==> src/sv/cvbs_pkg.sv <==
// Package for the cell voltage balance selector: field widths, derived
// datapath widths, register indexes, reset values and shared types.
// No dependencies; every other file of the block refers to it.
package cvbs_pkg;

  // Cell count: storage limit and default number of active lanes.
  localparam int unsigned MAX_CELLS = 5;
  localparam int unsigned CELLS_DEF = 5;

  // Field widths.
  localparam int unsigned CODE_W  = 14;
  localparam int unsigned GAIN_W  = 9;
  localparam int unsigned OFF_W   = 8;
  localparam int unsigned DELTA_W = 10;
  localparam int unsigned FLOOR_W = 13;
  localparam int unsigned TEMP_W  = 8;
  localparam int unsigned UV_W    = 24;
  localparam int unsigned MASK_W  = MAX_CELLS;

  // Configuration port widths.
  localparam int unsigned CFG_IDX_W  = 3;
  localparam int unsigned CFG_DATA_W = 13;

  // Millivolt to microvolt scale.
  localparam int unsigned MV_TO_UV = 1000;

  // Derived widths of the microvolt datapath.
  localparam int unsigned PROD_W     = GAIN_W + CODE_W;   // gain * code, unsigned
  localparam int unsigned V_W        = PROD_W + 2;        // cell voltage, signed
  localparam int unsigned DIFF_W     = V_W + 1;           // voltage minus minimum
  localparam int unsigned OFF_UV_W   = 18;                // offset in uV, signed
  localparam int unsigned DELTA_UV_W = 20;                // delta in uV
  localparam int unsigned FLOOR_UV_W = 23;                // floor in uV

  // Register indexes on the configuration port.
  typedef enum logic [CFG_IDX_W-1:0] {
    REG_GAIN_UV          = 3'd0,
    REG_OFFSET_MV        = 3'd1,
    REG_BALANCE_DELTA_MV = 3'd2,
    REG_BALANCE_FLOOR_MV = 3'd3,
    REG_TEMP_MIN_C       = 3'd4,
    REG_TEMP_MAX_C       = 3'd5
  } reg_idx_t;

  // Reset values, already scaled where the datapath keeps microvolts.
  localparam logic [GAIN_W-1:0]            GAIN_RST     = 9'd365;
  localparam logic signed [OFF_UV_W-1:0]   OFF_UV_RST   = 18'sd0;
  localparam logic [DELTA_UV_W-1:0]        DELTA_UV_RST = 20'd50000;
  localparam logic [FLOOR_UV_W-1:0]        FLOOR_UV_RST = 23'd3300000;
  localparam logic signed [TEMP_W-1:0]     TMIN_RST     = 8'sd0;
  localparam logic signed [TEMP_W-1:0]     TMAX_RST     = 8'sd40;

  typedef logic signed [V_W-1:0]  v_t;
  typedef logic signed [UV_W-1:0] uv_t;

  // Configuration as held by the datapath.
  typedef struct packed {
    logic [GAIN_W-1:0]          gain;
    logic signed [OFF_UV_W-1:0] off_uv;
    logic [DELTA_UV_W-1:0]      delta_uv;
    logic [FLOOR_UV_W-1:0]      floor_uv;
    logic signed [TEMP_W-1:0]   temp_min;
    logic signed [TEMP_W-1:0]   temp_max;
  } cfg_t;

endpackage

==> src/sv/cvbs_in_if.sv <==
// Input channel of the cell voltage balance selector: five ADC codes and
// the pack temperature with a valid/ready handshake. Depends on cvbs_pkg.
interface cvbs_in_if;
  logic                                 valid;
  logic                                 ready;
  logic [cvbs_pkg::CODE_W-1:0]          cell0_code;
  logic [cvbs_pkg::CODE_W-1:0]          cell1_code;
  logic [cvbs_pkg::CODE_W-1:0]          cell2_code;
  logic [cvbs_pkg::CODE_W-1:0]          cell3_code;
  logic [cvbs_pkg::CODE_W-1:0]          cell4_code;
  logic signed [cvbs_pkg::TEMP_W-1:0]   pack_temp_c;

  modport source (output valid, cell0_code, cell1_code, cell2_code, cell3_code,
                  cell4_code, pack_temp_c, input ready);
  modport sink   (input valid, cell0_code, cell1_code, cell2_code, cell3_code,
                  cell4_code, pack_temp_c, output ready);
endinterface

==> src/sv/cvbs_out_if.sv <==
// Result channel of the cell voltage balance selector: five cell voltages
// and the bleed mask with a valid/ready handshake. Depends on cvbs_pkg.
interface cvbs_out_if;
  logic                               valid;
  logic                               ready;
  logic signed [cvbs_pkg::UV_W-1:0]   cell0_uv;
  logic signed [cvbs_pkg::UV_W-1:0]   cell1_uv;
  logic signed [cvbs_pkg::UV_W-1:0]   cell2_uv;
  logic signed [cvbs_pkg::UV_W-1:0]   cell3_uv;
  logic signed [cvbs_pkg::UV_W-1:0]   cell4_uv;
  logic [cvbs_pkg::MASK_W-1:0]        balance_mask;

  modport source (output valid, cell0_uv, cell1_uv, cell2_uv, cell3_uv, cell4_uv,
                  balance_mask, input ready);
  modport sink   (input valid, cell0_uv, cell1_uv, cell2_uv, cell3_uv, cell4_uv,
                  balance_mask, output ready);
endinterface

==> src/sv/cvbs_cfg_if.sv <==
// Configuration write channel of the cell voltage balance selector:
// register index and write data with a valid/ready handshake. Depends on cvbs_pkg.
interface cvbs_cfg_if;
  logic                              valid;
  logic                              ready;
  logic [cvbs_pkg::CFG_IDX_W-1:0]    idx;
  logic [cvbs_pkg::CFG_DATA_W-1:0]   wdata;

  modport source (output valid, idx, wdata, input ready);
  modport sink   (input valid, idx, wdata, output ready);
endinterface

==> src/sv/cvbs_lane.sv <==
// One cell lane: converts a raw ADC code into microvolts and registers it.
// Depends on cvbs_pkg.
module cvbs_lane (
  input  logic                                   clk,
  input  logic                                   adv,
  input  logic [cvbs_pkg::GAIN_W-1:0]            gain,
  input  logic signed [cvbs_pkg::OFF_UV_W-1:0]   off_uv,
  input  logic [cvbs_pkg::CODE_W-1:0]            code,
  output cvbs_pkg::v_t                           v
);

  logic [cvbs_pkg::PROD_W-1:0] prod;
  cvbs_pkg::v_t                v_nxt;
  cvbs_pkg::v_t                v_r;

  // The product is unsigned; a zero on top makes it a positive signed value.
  assign prod  = cvbs_pkg::PROD_W'(gain) * cvbs_pkg::PROD_W'(code);
  assign v_nxt = cvbs_pkg::V_W'($signed({1'b0, prod})) + cvbs_pkg::V_W'(off_uv);

  always_ff @(posedge clk) begin
    if (adv) begin
      v_r <= v_nxt;
    end
  end

  assign v = v_r;

endmodule

==> src/sv/cvbs_min.sv <==
// Merge stage that finds the lowest active cell voltage and carries the
// lane voltages and temperature flag along. Depends on cvbs_pkg.
module cvbs_min #(
  parameter int unsigned CELLS = cvbs_pkg::CELLS_DEF
) (
  input  logic         clk,
  input  logic         adv,
  input  cvbs_pkg::v_t v_in   [cvbs_pkg::MAX_CELLS],
  input  logic         temp_ok_in,
  output cvbs_pkg::v_t v_out  [cvbs_pkg::MAX_CELLS],
  output cvbs_pkg::v_t vmin,
  output logic         temp_ok_out
);

  cvbs_pkg::v_t vmin_nxt;
  cvbs_pkg::v_t vmin_r;
  cvbs_pkg::v_t v_r [cvbs_pkg::MAX_CELLS];
  logic         temp_ok_r;

  always_comb begin
    vmin_nxt = v_in[0];
    for (int i = 1; i < CELLS; i++) begin
      if (v_in[i] < vmin_nxt) begin
        vmin_nxt = v_in[i];
      end
    end
  end

  always_ff @(posedge clk) begin
    if (adv) begin
      vmin_r    <= vmin_nxt;
      v_r       <= v_in;
      temp_ok_r <= temp_ok_in;
    end
  end

  assign vmin        = vmin_r;
  assign v_out       = v_r;
  assign temp_ok_out = temp_ok_r;

endmodule

==> src/sv/cvbs_select.sv <==
// Final stage: marks cells for bleeding, resolves adjacent marked pairs
// and registers the saturated voltages and the mask. Depends on cvbs_pkg.
module cvbs_select #(
  parameter int unsigned CELLS = cvbs_pkg::CELLS_DEF
) (
  input  logic                                 clk,
  input  logic                                 adv,
  input  cvbs_pkg::v_t                         v     [cvbs_pkg::MAX_CELLS],
  input  cvbs_pkg::v_t                         vmin,
  input  logic                                 temp_ok,
  input  logic [cvbs_pkg::DELTA_UV_W-1:0]      delta_uv,
  input  logic [cvbs_pkg::FLOOR_UV_W-1:0]      floor_uv,
  output cvbs_pkg::uv_t                        uv    [cvbs_pkg::MAX_CELLS],
  output logic [cvbs_pkg::MASK_W-1:0]          mask
);

  localparam int unsigned V_W  = cvbs_pkg::V_W;
  localparam int unsigned UV_W = cvbs_pkg::UV_W;

  // Clamp a wide voltage into the output field.
  function automatic cvbs_pkg::uv_t sat_uv(input cvbs_pkg::v_t x);
    logic over;
    over = (x[V_W-1] != x[UV_W-1]);
    if (!over) begin
      sat_uv = x[UV_W-1:0];
    end else if (x[V_W-1]) begin
      sat_uv = {1'b1, {(UV_W-1){1'b0}}};
    end else begin
      sat_uv = {1'b0, {(UV_W-1){1'b1}}};
    end
  endfunction

  logic signed [cvbs_pkg::DIFF_W-1:0] delta_s;
  cvbs_pkg::v_t                       floor_s;
  logic [cvbs_pkg::MASK_W-1:0]        mark;
  logic [cvbs_pkg::MASK_W-1:0]        mask_nxt;
  logic [cvbs_pkg::MASK_W-1:0]        ge;
  cvbs_pkg::uv_t                      uv_nxt [cvbs_pkg::MAX_CELLS];
  cvbs_pkg::uv_t                      uv_r   [cvbs_pkg::MAX_CELLS];
  logic [cvbs_pkg::MASK_W-1:0]        mask_r;

  assign delta_s = cvbs_pkg::DIFF_W'($signed({1'b0, delta_uv}));
  assign floor_s = cvbs_pkg::V_W'($signed({1'b0, floor_uv}));

  // Per-lane marking and the greater-or-equal comparison used by the pair pass.
  always_comb begin
    mark = '0;
    ge   = '0;
    for (int i = 0; i < CELLS; i++) begin
      mark[i] = temp_ok && (v[i] > floor_s)
                && ((cvbs_pkg::DIFF_W'(v[i]) - cvbs_pkg::DIFF_W'(vmin)) >= delta_s);
    end
    for (int i = 0; i + 1 < CELLS; i++) begin
      ge[i] = (v[i] >= v[i+1]);
    end
  end

  // Pair pass from the bottom cell upward; an earlier pair can clear a mark
  // that the next pair would otherwise see.
  always_comb begin
    mask_nxt = mark;
    for (int i = 0; i + 1 < CELLS; i++) begin
      if (mask_nxt[i] && mask_nxt[i+1]) begin
        if (ge[i]) begin
          mask_nxt[i+1] = 1'b0;
        end else begin
          mask_nxt[i] = 1'b0;
        end
      end
    end
  end

  always_comb begin
    for (int i = 0; i < cvbs_pkg::MAX_CELLS; i++) begin
      uv_nxt[i] = (i < CELLS) ? sat_uv(v[i]) : '0;
    end
  end

  always_ff @(posedge clk) begin
    if (adv) begin
      uv_r   <= uv_nxt;
      mask_r <= mask_nxt;
    end
  end

  assign uv   = uv_r;
  assign mask = mask_r;

endmodule

==> src/sv/cell_voltage_balance_select_core.sv <==
// Top level of the cell voltage balance selector: configuration registers,
// handshake control and the three pipeline stages. Depends on cvbs_pkg,
// the three channel interfaces, cvbs_lane, cvbs_min and cvbs_select.
//
//   Channel   Direction  Transaction carries
//   in_if     sink       cell0..cell4 ADC codes, pack temperature
//   out_if    source     cell0..cell4 voltages in uV, balance mask
//   cfg_if    sink       register index, write data
//
// An item passes three registered stages to a valid result: the lane multiply
// and offset add, the minimum search across lanes, and the marking, pair
// resolution and saturation. One item is taken per cycle unless the output
// stalls. Reset (rst_n low, synchronous) empties the pipeline and loads the
// default configuration. A stalled result holds the output stage; earlier
// stages keep accepting transactions until every stage is full.
module cell_voltage_balance_select_core #(
  parameter int unsigned CELLS = cvbs_pkg::CELLS_DEF
) (
  input  logic     clk,
  input  logic     rst_n,
  cvbs_in_if.sink  in_if,
  cvbs_out_if.source out_if,
  cvbs_cfg_if.sink cfg_if
);

  // Configuration registers. Scaled values are formed once at write time
  // so the datapath compares microvolts directly.
  cvbs_pkg::cfg_t cfg_r;
  cvbs_pkg::cfg_t cfg_nxt;
  logic signed [cvbs_pkg::OFF_W-1:0]      off_mv;
  logic signed [cvbs_pkg::OFF_UV_W-1:0]   mv_to_uv_s;

  assign cfg_if.ready = 1'b1;
  assign off_mv       = $signed(cfg_if.wdata[cvbs_pkg::OFF_W-1:0]);
  assign mv_to_uv_s   = cvbs_pkg::OFF_UV_W'(cvbs_pkg::MV_TO_UV);

  always_comb begin
    cfg_nxt = cfg_r;
    if (cfg_if.valid) begin
      case (cvbs_pkg::reg_idx_t'(cfg_if.idx))
        cvbs_pkg::REG_GAIN_UV: begin
          cfg_nxt.gain = cfg_if.wdata[cvbs_pkg::GAIN_W-1:0];
        end
        cvbs_pkg::REG_OFFSET_MV: begin
          cfg_nxt.off_uv = cvbs_pkg::OFF_UV_W'(off_mv) * mv_to_uv_s;
        end
        cvbs_pkg::REG_BALANCE_DELTA_MV: begin
          cfg_nxt.delta_uv = cvbs_pkg::DELTA_UV_W'(cfg_if.wdata[cvbs_pkg::DELTA_W-1:0])
                             * cvbs_pkg::DELTA_UV_W'(cvbs_pkg::MV_TO_UV);
        end
        cvbs_pkg::REG_BALANCE_FLOOR_MV: begin
          cfg_nxt.floor_uv = cvbs_pkg::FLOOR_UV_W'(cfg_if.wdata[cvbs_pkg::FLOOR_W-1:0])
                             * cvbs_pkg::FLOOR_UV_W'(cvbs_pkg::MV_TO_UV);
        end
        cvbs_pkg::REG_TEMP_MIN_C: begin
          cfg_nxt.temp_min = $signed(cfg_if.wdata[cvbs_pkg::TEMP_W-1:0]);
        end
        cvbs_pkg::REG_TEMP_MAX_C: begin
          cfg_nxt.temp_max = $signed(cfg_if.wdata[cvbs_pkg::TEMP_W-1:0]);
        end
        default: begin
          // Indexes past the register list are ignored.
          cfg_nxt = cfg_r;
        end
      endcase
    end
  end

  always_ff @(posedge clk) begin
    if (!rst_n) begin
      cfg_r.gain     <= cvbs_pkg::GAIN_RST;
      cfg_r.off_uv   <= cvbs_pkg::OFF_UV_RST;
      cfg_r.delta_uv <= cvbs_pkg::DELTA_UV_RST;
      cfg_r.floor_uv <= cvbs_pkg::FLOOR_UV_RST;
      cfg_r.temp_min <= cvbs_pkg::TMIN_RST;
      cfg_r.temp_max <= cvbs_pkg::TMAX_RST;
    end else begin
      cfg_r <= cfg_nxt;
    end
  end

  // Pipeline occupancy. Each stage loads whenever it is empty or its
  // contents move on in the same cycle, so bubbles close up under a stall.
  logic s1_vld_r, s1_vld_nxt;
  logic s2_vld_r, s2_vld_nxt;
  logic s3_vld_r, s3_vld_nxt;
  logic s1_adv, s2_adv, s3_adv;

  assign s3_adv = !s3_vld_r || out_if.ready;
  assign s2_adv = !s2_vld_r || s3_adv;
  assign s1_adv = !s1_vld_r || s2_adv;

  assign s1_vld_nxt = s1_adv ? in_if.valid : s1_vld_r;
  assign s2_vld_nxt = s2_adv ? s1_vld_r    : s2_vld_r;
  assign s3_vld_nxt = s3_adv ? s2_vld_r    : s3_vld_r;

  always_ff @(posedge clk) begin
    if (!rst_n) begin
      s1_vld_r <= 1'b0;
      s2_vld_r <= 1'b0;
      s3_vld_r <= 1'b0;
    end else begin
      s1_vld_r <= s1_vld_nxt;
      s2_vld_r <= s2_vld_nxt;
      s3_vld_r <= s3_vld_nxt;
    end
  end

  assign in_if.ready  = s1_adv;
  assign out_if.valid = s3_vld_r;

  // Stage 1: one lane per active cell, plus the temperature window check.
  logic [cvbs_pkg::CODE_W-1:0] codes [cvbs_pkg::MAX_CELLS];
  cvbs_pkg::v_t                s1_v  [cvbs_pkg::MAX_CELLS];
  logic                        temp_ok_nxt;
  logic                        s1_temp_ok_r;

  assign codes[0] = in_if.cell0_code;
  assign codes[1] = in_if.cell1_code;
  assign codes[2] = in_if.cell2_code;
  assign codes[3] = in_if.cell3_code;
  assign codes[4] = in_if.cell4_code;

  // An empty window (minimum above maximum) fails at least one compare for any value.
  assign temp_ok_nxt = (in_if.pack_temp_c >= cfg_r.temp_min)
                       && (in_if.pack_temp_c <= cfg_r.temp_max);

  always_ff @(posedge clk) begin
    if (s1_adv) begin
      s1_temp_ok_r <= temp_ok_nxt;
    end
  end

  for (genvar g = 0; g < cvbs_pkg::MAX_CELLS; g++) begin : g_lane
    if (g < CELLS) begin : g_on
      cvbs_lane u_lane (
        .clk    (clk),
        .adv    (s1_adv),
        .gain   (cfg_r.gain),
        .off_uv (cfg_r.off_uv),
        .code   (codes[g]),
        .v      (s1_v[g])
      );
    end else begin : g_off
      // Inactive cells carry zero and are ignored downstream.
      assign s1_v[g] = '0;
    end
  end

  // Stage 2: minimum across the active lanes.
  cvbs_pkg::v_t s2_v [cvbs_pkg::MAX_CELLS];
  cvbs_pkg::v_t s2_vmin;
  logic         s2_temp_ok;

  cvbs_min #(.CELLS(CELLS)) u_min (
    .clk         (clk),
    .adv         (s2_adv),
    .v_in        (s1_v),
    .temp_ok_in  (s1_temp_ok_r),
    .v_out       (s2_v),
    .vmin        (s2_vmin),
    .temp_ok_out (s2_temp_ok)
  );

  // Stage 3: marking, adjacent pair resolution and the output register.
  cvbs_pkg::uv_t              s3_uv [cvbs_pkg::MAX_CELLS];
  logic [cvbs_pkg::MASK_W-1:0] s3_mask;

  cvbs_select #(.CELLS(CELLS)) u_select (
    .clk      (clk),
    .adv      (s3_adv),
    .v        (s2_v),
    .vmin     (s2_vmin),
    .temp_ok  (s2_temp_ok),
    .delta_uv (cfg_r.delta_uv),
    .floor_uv (cfg_r.floor_uv),
    .uv       (s3_uv),
    .mask     (s3_mask)
  );

  assign out_if.cell0_uv     = s3_uv[0];
  assign out_if.cell1_uv     = s3_uv[1];
  assign out_if.cell2_uv     = s3_uv[2];
  assign out_if.cell3_uv     = s3_uv[3];
  assign out_if.cell4_uv     = s3_uv[4];
  assign out_if.balance_mask = s3_mask;

`ifndef SYNTHESIS
  // The pair pass never leaves two neighboring bleed resistors switched on.
  a_no_adjacent: assert property (@(posedge clk) disable iff (!rst_n)
    out_if.valid |-> ((out_if.balance_mask & (out_if.balance_mask >> 1)) == '0))
    else $error("adjacent cells both marked for bleeding");

  // Cells beyond the active count never bleed.
  a_inactive_clear: assert property (@(posedge clk) disable iff (!rst_n)
    out_if.valid |-> ((out_if.balance_mask >> CELLS) == '0))
    else $error("inactive cell marked for bleeding");

  // With an empty temperature window no cell is marked.
  a_empty_window: assert property (@(posedge clk) disable iff (!rst_n)
    (out_if.valid && (cfg_r.temp_min > cfg_r.temp_max)) |-> (out_if.balance_mask == '0))
    else $error("cell marked with empty temperature window");

  // An empty first stage always takes a transaction.
  a_ready_when_empty: assert property (@(posedge clk) disable iff (!rst_n)
    !s1_vld_r |-> in_if.ready)
    else $error("input stalled with first stage empty");

  // An item accepted while the later stages are empty moves through stage two
  // into the output stage, whatever the receiver does.
  a_latency: assert property (@(posedge clk) disable iff (!rst_n)
    (in_if.valid && in_if.ready && !s2_vld_r && !s3_vld_r) |=> ##2 s3_vld_r)
    else $error("item lost between stages");
`endif

endmodule

==> src/flat_wrapper.sv <==
// flat-port wrapper written by rule: the top's interface ports become plain ports
module cell_voltage_balance_select_core_flat 
#(
  parameter int unsigned CELLS = cvbs_pkg::CELLS_DEF
)
  (clk, rst_n, in_if_valid, in_if_cell0_code, in_if_cell1_code, in_if_cell2_code, in_if_cell3_code, in_if_cell4_code, in_if_pack_temp_c, in_if_ready, out_if_valid, out_if_cell0_uv, out_if_cell1_uv, out_if_cell2_uv, out_if_cell3_uv, out_if_cell4_uv, out_if_balance_mask, out_if_ready, cfg_if_valid, cfg_if_idx, cfg_if_wdata, cfg_if_ready);
  cvbs_in_if in_if_i ();
  cvbs_out_if out_if_i ();
  cvbs_cfg_if cfg_if_i ();
  input  logic clk;
  input  logic rst_n;
  input wire logic [$bits(in_if_i.valid)-1:0] in_if_valid;
  input wire logic [$bits(in_if_i.cell0_code)-1:0] in_if_cell0_code;
  input wire logic [$bits(in_if_i.cell1_code)-1:0] in_if_cell1_code;
  input wire logic [$bits(in_if_i.cell2_code)-1:0] in_if_cell2_code;
  input wire logic [$bits(in_if_i.cell3_code)-1:0] in_if_cell3_code;
  input wire logic [$bits(in_if_i.cell4_code)-1:0] in_if_cell4_code;
  input wire logic [$bits(in_if_i.pack_temp_c)-1:0] in_if_pack_temp_c;
  output wire logic [$bits(in_if_i.ready)-1:0] in_if_ready;
  output wire logic [$bits(out_if_i.valid)-1:0] out_if_valid;
  output wire logic [$bits(out_if_i.cell0_uv)-1:0] out_if_cell0_uv;
  output wire logic [$bits(out_if_i.cell1_uv)-1:0] out_if_cell1_uv;
  output wire logic [$bits(out_if_i.cell2_uv)-1:0] out_if_cell2_uv;
  output wire logic [$bits(out_if_i.cell3_uv)-1:0] out_if_cell3_uv;
  output wire logic [$bits(out_if_i.cell4_uv)-1:0] out_if_cell4_uv;
  output wire logic [$bits(out_if_i.balance_mask)-1:0] out_if_balance_mask;
  input wire logic [$bits(out_if_i.ready)-1:0] out_if_ready;
  input wire logic [$bits(cfg_if_i.valid)-1:0] cfg_if_valid;
  input wire logic [$bits(cfg_if_i.idx)-1:0] cfg_if_idx;
  input wire logic [$bits(cfg_if_i.wdata)-1:0] cfg_if_wdata;
  output wire logic [$bits(cfg_if_i.ready)-1:0] cfg_if_ready;
  assign in_if_i.valid = in_if_valid;
  assign in_if_i.cell0_code = in_if_cell0_code;
  assign in_if_i.cell1_code = in_if_cell1_code;
  assign in_if_i.cell2_code = in_if_cell2_code;
  assign in_if_i.cell3_code = in_if_cell3_code;
  assign in_if_i.cell4_code = in_if_cell4_code;
  assign in_if_i.pack_temp_c = in_if_pack_temp_c;
  assign in_if_ready = in_if_i.ready;
  assign out_if_valid = out_if_i.valid;
  assign out_if_cell0_uv = out_if_i.cell0_uv;
  assign out_if_cell1_uv = out_if_i.cell1_uv;
  assign out_if_cell2_uv = out_if_i.cell2_uv;
  assign out_if_cell3_uv = out_if_i.cell3_uv;
  assign out_if_cell4_uv = out_if_i.cell4_uv;
  assign out_if_balance_mask = out_if_i.balance_mask;
  assign out_if_i.ready = out_if_ready;
  assign cfg_if_i.valid = cfg_if_valid;
  assign cfg_if_i.idx = cfg_if_idx;
  assign cfg_if_i.wdata = cfg_if_wdata;
  assign cfg_if_ready = cfg_if_i.ready;
  cell_voltage_balance_select_core #(.CELLS(CELLS)) u_core (.clk(clk), .rst_n(rst_n), .in_if(in_if_i), .out_if(out_if_i), .cfg_if(cfg_if_i));
endmodule
==> config.mk <==
export PLATFORM = sky130hd
export DESIGN_NAME = cell_voltage_balance_select_core_flat
export DESIGN_NICKNAME = d
export VERILOG_FILES = /design/src/sv/cvbs_pkg.sv /design/src/sv/cvbs_in_if.sv /design/src/sv/cvbs_out_if.sv /design/src/sv/cvbs_cfg_if.sv /design/src/sv/cvbs_lane.sv /design/src/sv/cvbs_min.sv /design/src/sv/cvbs_select.sv /design/src/sv/cell_voltage_balance_select_core.sv /design/src/flat_wrapper.sv
export SDC_FILE = /design/constraint.sdc
export NUM_CORES = 2
export LEC_CHECK = 0
export BUFFER_PORTS_ARGS = -buffer_cell sky130_fd_sc_hd__buf_2
export CAP_MARGIN = 40
export CORE_AREA = 2 2 530 269
export DETAILED_ROUTE_END_ITERATION = 12
export DIE_AREA = 0 0 532 271
export GPL_TIMING_DRIVEN = 0
export PLACE_DENSITY = 0.59
export SYNTH_ARGS = -nofsm -noshare
export SYNTH_HDL_FRONTEND = slang
export SYNTH_SLANG_ARGS = --single-unit
==> constraint.sdc <==
create_clock -name clk -period 8.6 [get_ports clk]
set_input_delay 0.43 -clock clk [delete_from_list [all_inputs] [get_ports clk]]
set_output_delay 0.43 -clock clk [all_outputs]
set_load 0.05 [all_outputs]
==> flow_summary.json <==
{
  "grt_max_degree": 98,
  "core_um2": 139000,
  "drtAntennaViolNets": 0,
  "seq_area_frac_synth_pct": 23.5,
  "nets": 8017,
  "required_ns": 9.04,
  "critPathMaxFanout": 10,
  "hold_violations": 0,
  "antenna_found_initial": 14,
  "cp-end-kind": "register",
  "hold_class": "input port to register",
  "grtUsageTotal_pct": 28.9,
  "worstMarginPinSlew_ns": 0.994,
  "grt_pass1_wl_um": 307000,
  "yosys_warnings": 0,
  "grt_pass1_vias": 45000,
  "yosysTopAreaCell": "edfxtp_1",
  "hpwl_um": 177000,
  "cts_buffers": 45,
  "syn_nets": 7684,
  "yosysTopAreaCellShare_pct": 20.7,
  "violations": "negative setup slack",
  "setup_tns_ns": -24.38,
  "fin_crit_sh_pct": 112,
  "synth_cell_types": 86,
  "slew_viol_final": 0,
  "clk_latency_ns": 0.68,
  "relSlewSlack_pct": 33.2,
  "rsz0062_at_grt": "yes",
  "netlist_area_um2": 58200,
  "fin_crit_ns": 9.65,
  "worst_path_max_delay_cell": "or4b_4",
  "vias_per_cell": 5.63,
  "post_route_cells_drive_above_1_share_pct": 8.02,
  "routedWlPerCell_um": 25.2,
  "status": "finished with violations",
  "holdBufCountCts": 0,
  "cts_root_buf": "clkbuf_16",
  "htreeDepth": 2,
  "start_kind": "register",
  "avgSynthCellArea_um2": 9.49,
  "synth_edf_count": 402,
  "fin_ws_ns": -1.05,
  "fp.dieH_um": 271,
  "fmax_mhz": 104,
  "layout.cells.most_common_list": "940 x ha_1, 899 x inv_1, 593 x nand2_1",
  "cts.sinks": 482,
  "synth_cells": 6136,
  "port_buffers": 164,
  "cap_violations": 0,
  "gp_congestion": 0.975,
  "ys.flop_type": "edfxtp_1",
  "skew_ns": 0.0761,
  "drc_errors": 0,
  "syn_to_final_growth_pct": 11.7,
  "path_common_cell": "a21o_1",
  "worstPathArrival_ns": 10.09,
  "rows": 97,
  "die-area_um2": 144000,
  "path_class": "register to register",
  "cts_tree": "yes",
  "drtIter0Drc": 5499,
  "cp_slowest_stage_delay_ns": 0.49,
  "holdWs_ns": 0.174,
  "floorplan.die.width_um": 532,
  "setup_viol": 25,
  "ys_ff_latch": 482,
  "grt_overflow": 0,
  "dr.pass1.iters": 6,
  "drt-total-wl_um": 212000,
  "final_common_cell": "ha_1",
  "ios": 227,
  "synth_area_leaders": "edfxtp_1 21%, ha_1 21%, fa_1 17%",
  "final_util_pct": 46.7,
  "vias": 47200,
  "synthArstFlopShare_pct": 0,
  "initial_core_util_pct": 41.8,
  "cts_buffer_depth": 3,
  "path_clk_slew_ns": 0.08
}
==> cells by family (layout without fill, tap and decap cells) <==
kind of cell,after synthesis,count (layout),share of synthesized area [%]
AOI/OAI and AO/OA,1138,1138,12.7
xor gates and xnor gates,260,260,3.91
adders and majority gates,1449,1449,37.5
buffers and inverters,1088,1457,7.08
DFF,482,482,23.5
muxes,90,90,1.55
other,1,7,0.00644
and+or+nand+nor,1628,1628,13.7
==> flip-flops by register name, indices dropped and copies added, names as in the netlist, 5 cells and up <==
signal                       count
u_core.g_lane.g_on.u_lane.v    125
u_core.u_min.v_out             125
u_core.u_select.uv             120
u_core.cfg_r                    77
u_core.u_min.vmin               25
u_core.u_select.mask             5
==> Yosys cell counts (69+ instances only) <==
library cell,count
ha_1,954
inv_1,902
nand2_1,594
fa_1,495
edfxtp_1,402
a21oi_1,286
and2_1,257
o21ai_0,249
nor2_1,237
xnor2_1,191
o21a_1,157
clkbuf_1,119
a21o_1,116
nor3_1,108
nor2b_1,99
mux2i_1,88
dfxtp_1,80
nand3_1,79
xor2_1,69
==> cell type report <==
class | instances | area, µm²
sequential | 482 | 13700
tap | 1881 | 2350
fill | 13300 | 74200
clock inverter | 27 | 277
buffer | 184 | 853
inverter | 902 | 3390
antenna | 6 | 15.0
multi-input combinational | 4566 | 41100
clock buffer | 56 | 1260
timing repair buffer | 288 | 2080
==> metal layers <==
layer | global-route usage, % | vias up | wire (µm)
met1 | 46.8 | 23300 | 105000
met4 | 2.68 | 2 | 1930
met3 | 11.6 | 149 | 30000
met5 | 0 | - | 6
li1 | - | 21600 | -
met2 | 35.4 | 2173 | 74700
==> metrics by stage <==
stage,worst slack [ns],std cells,instance area [µm²]
2_1_floorplan,0.0254,6136,58300
3_3_place_gp,-2.63,8181,61500
3_5_place_dp,-2.68,8221,62000
4_1_cts,-0.808,8367,64600
5_1_grt,-1.40,8387,65000
6_report,-1.05,8392,65000
==> worst max-delay path, delay by kind of cell (launching register included) <==
kind                       cells  cell delay [ns]
AOI/OAI and AO/OA             25             4.68
adders and majority gates      4             1.05
DFF                            1             0.43
buffers and inverters          8             1.17
muxes                          3             0.70
xor gates and xnor gates       1             0.20
and+or+nand+nor                8             1.19
==> timing repair <==
item / CTS / global route
gates cloned: 2 / 0
endpoints found under the setup margin: 25 / 33
buffers inserted: 61 / 18
pin swaps: 42 / 37
resized for setup: 89 / 67
==> path summary, 6_finish.rpt <==
kind | startpoint | endpoint | slack [ns] | cells past startpoint
worst max-delay path | u_core.g_lane[0].g_on.u_lane.v[17] | u_core.u_min.vmin[4] | -1.05 | 49
worst max register to register | u_core.g_lane[0].g_on.u_lane.v[17] | u_core.u_min.vmin[4] | -1.05 | 49
worst min register to register | u_core.cfg_r[32] | u_core.cfg_r[32] | 0.46 | 2
worst min-delay path | in_if_valid | u_core.s1_vld_r | 0.17 | 3
Power is left out: the tool's default activity adds up to more than one toggle a clock period on the data nets, which glitch-free logic cannot reach.
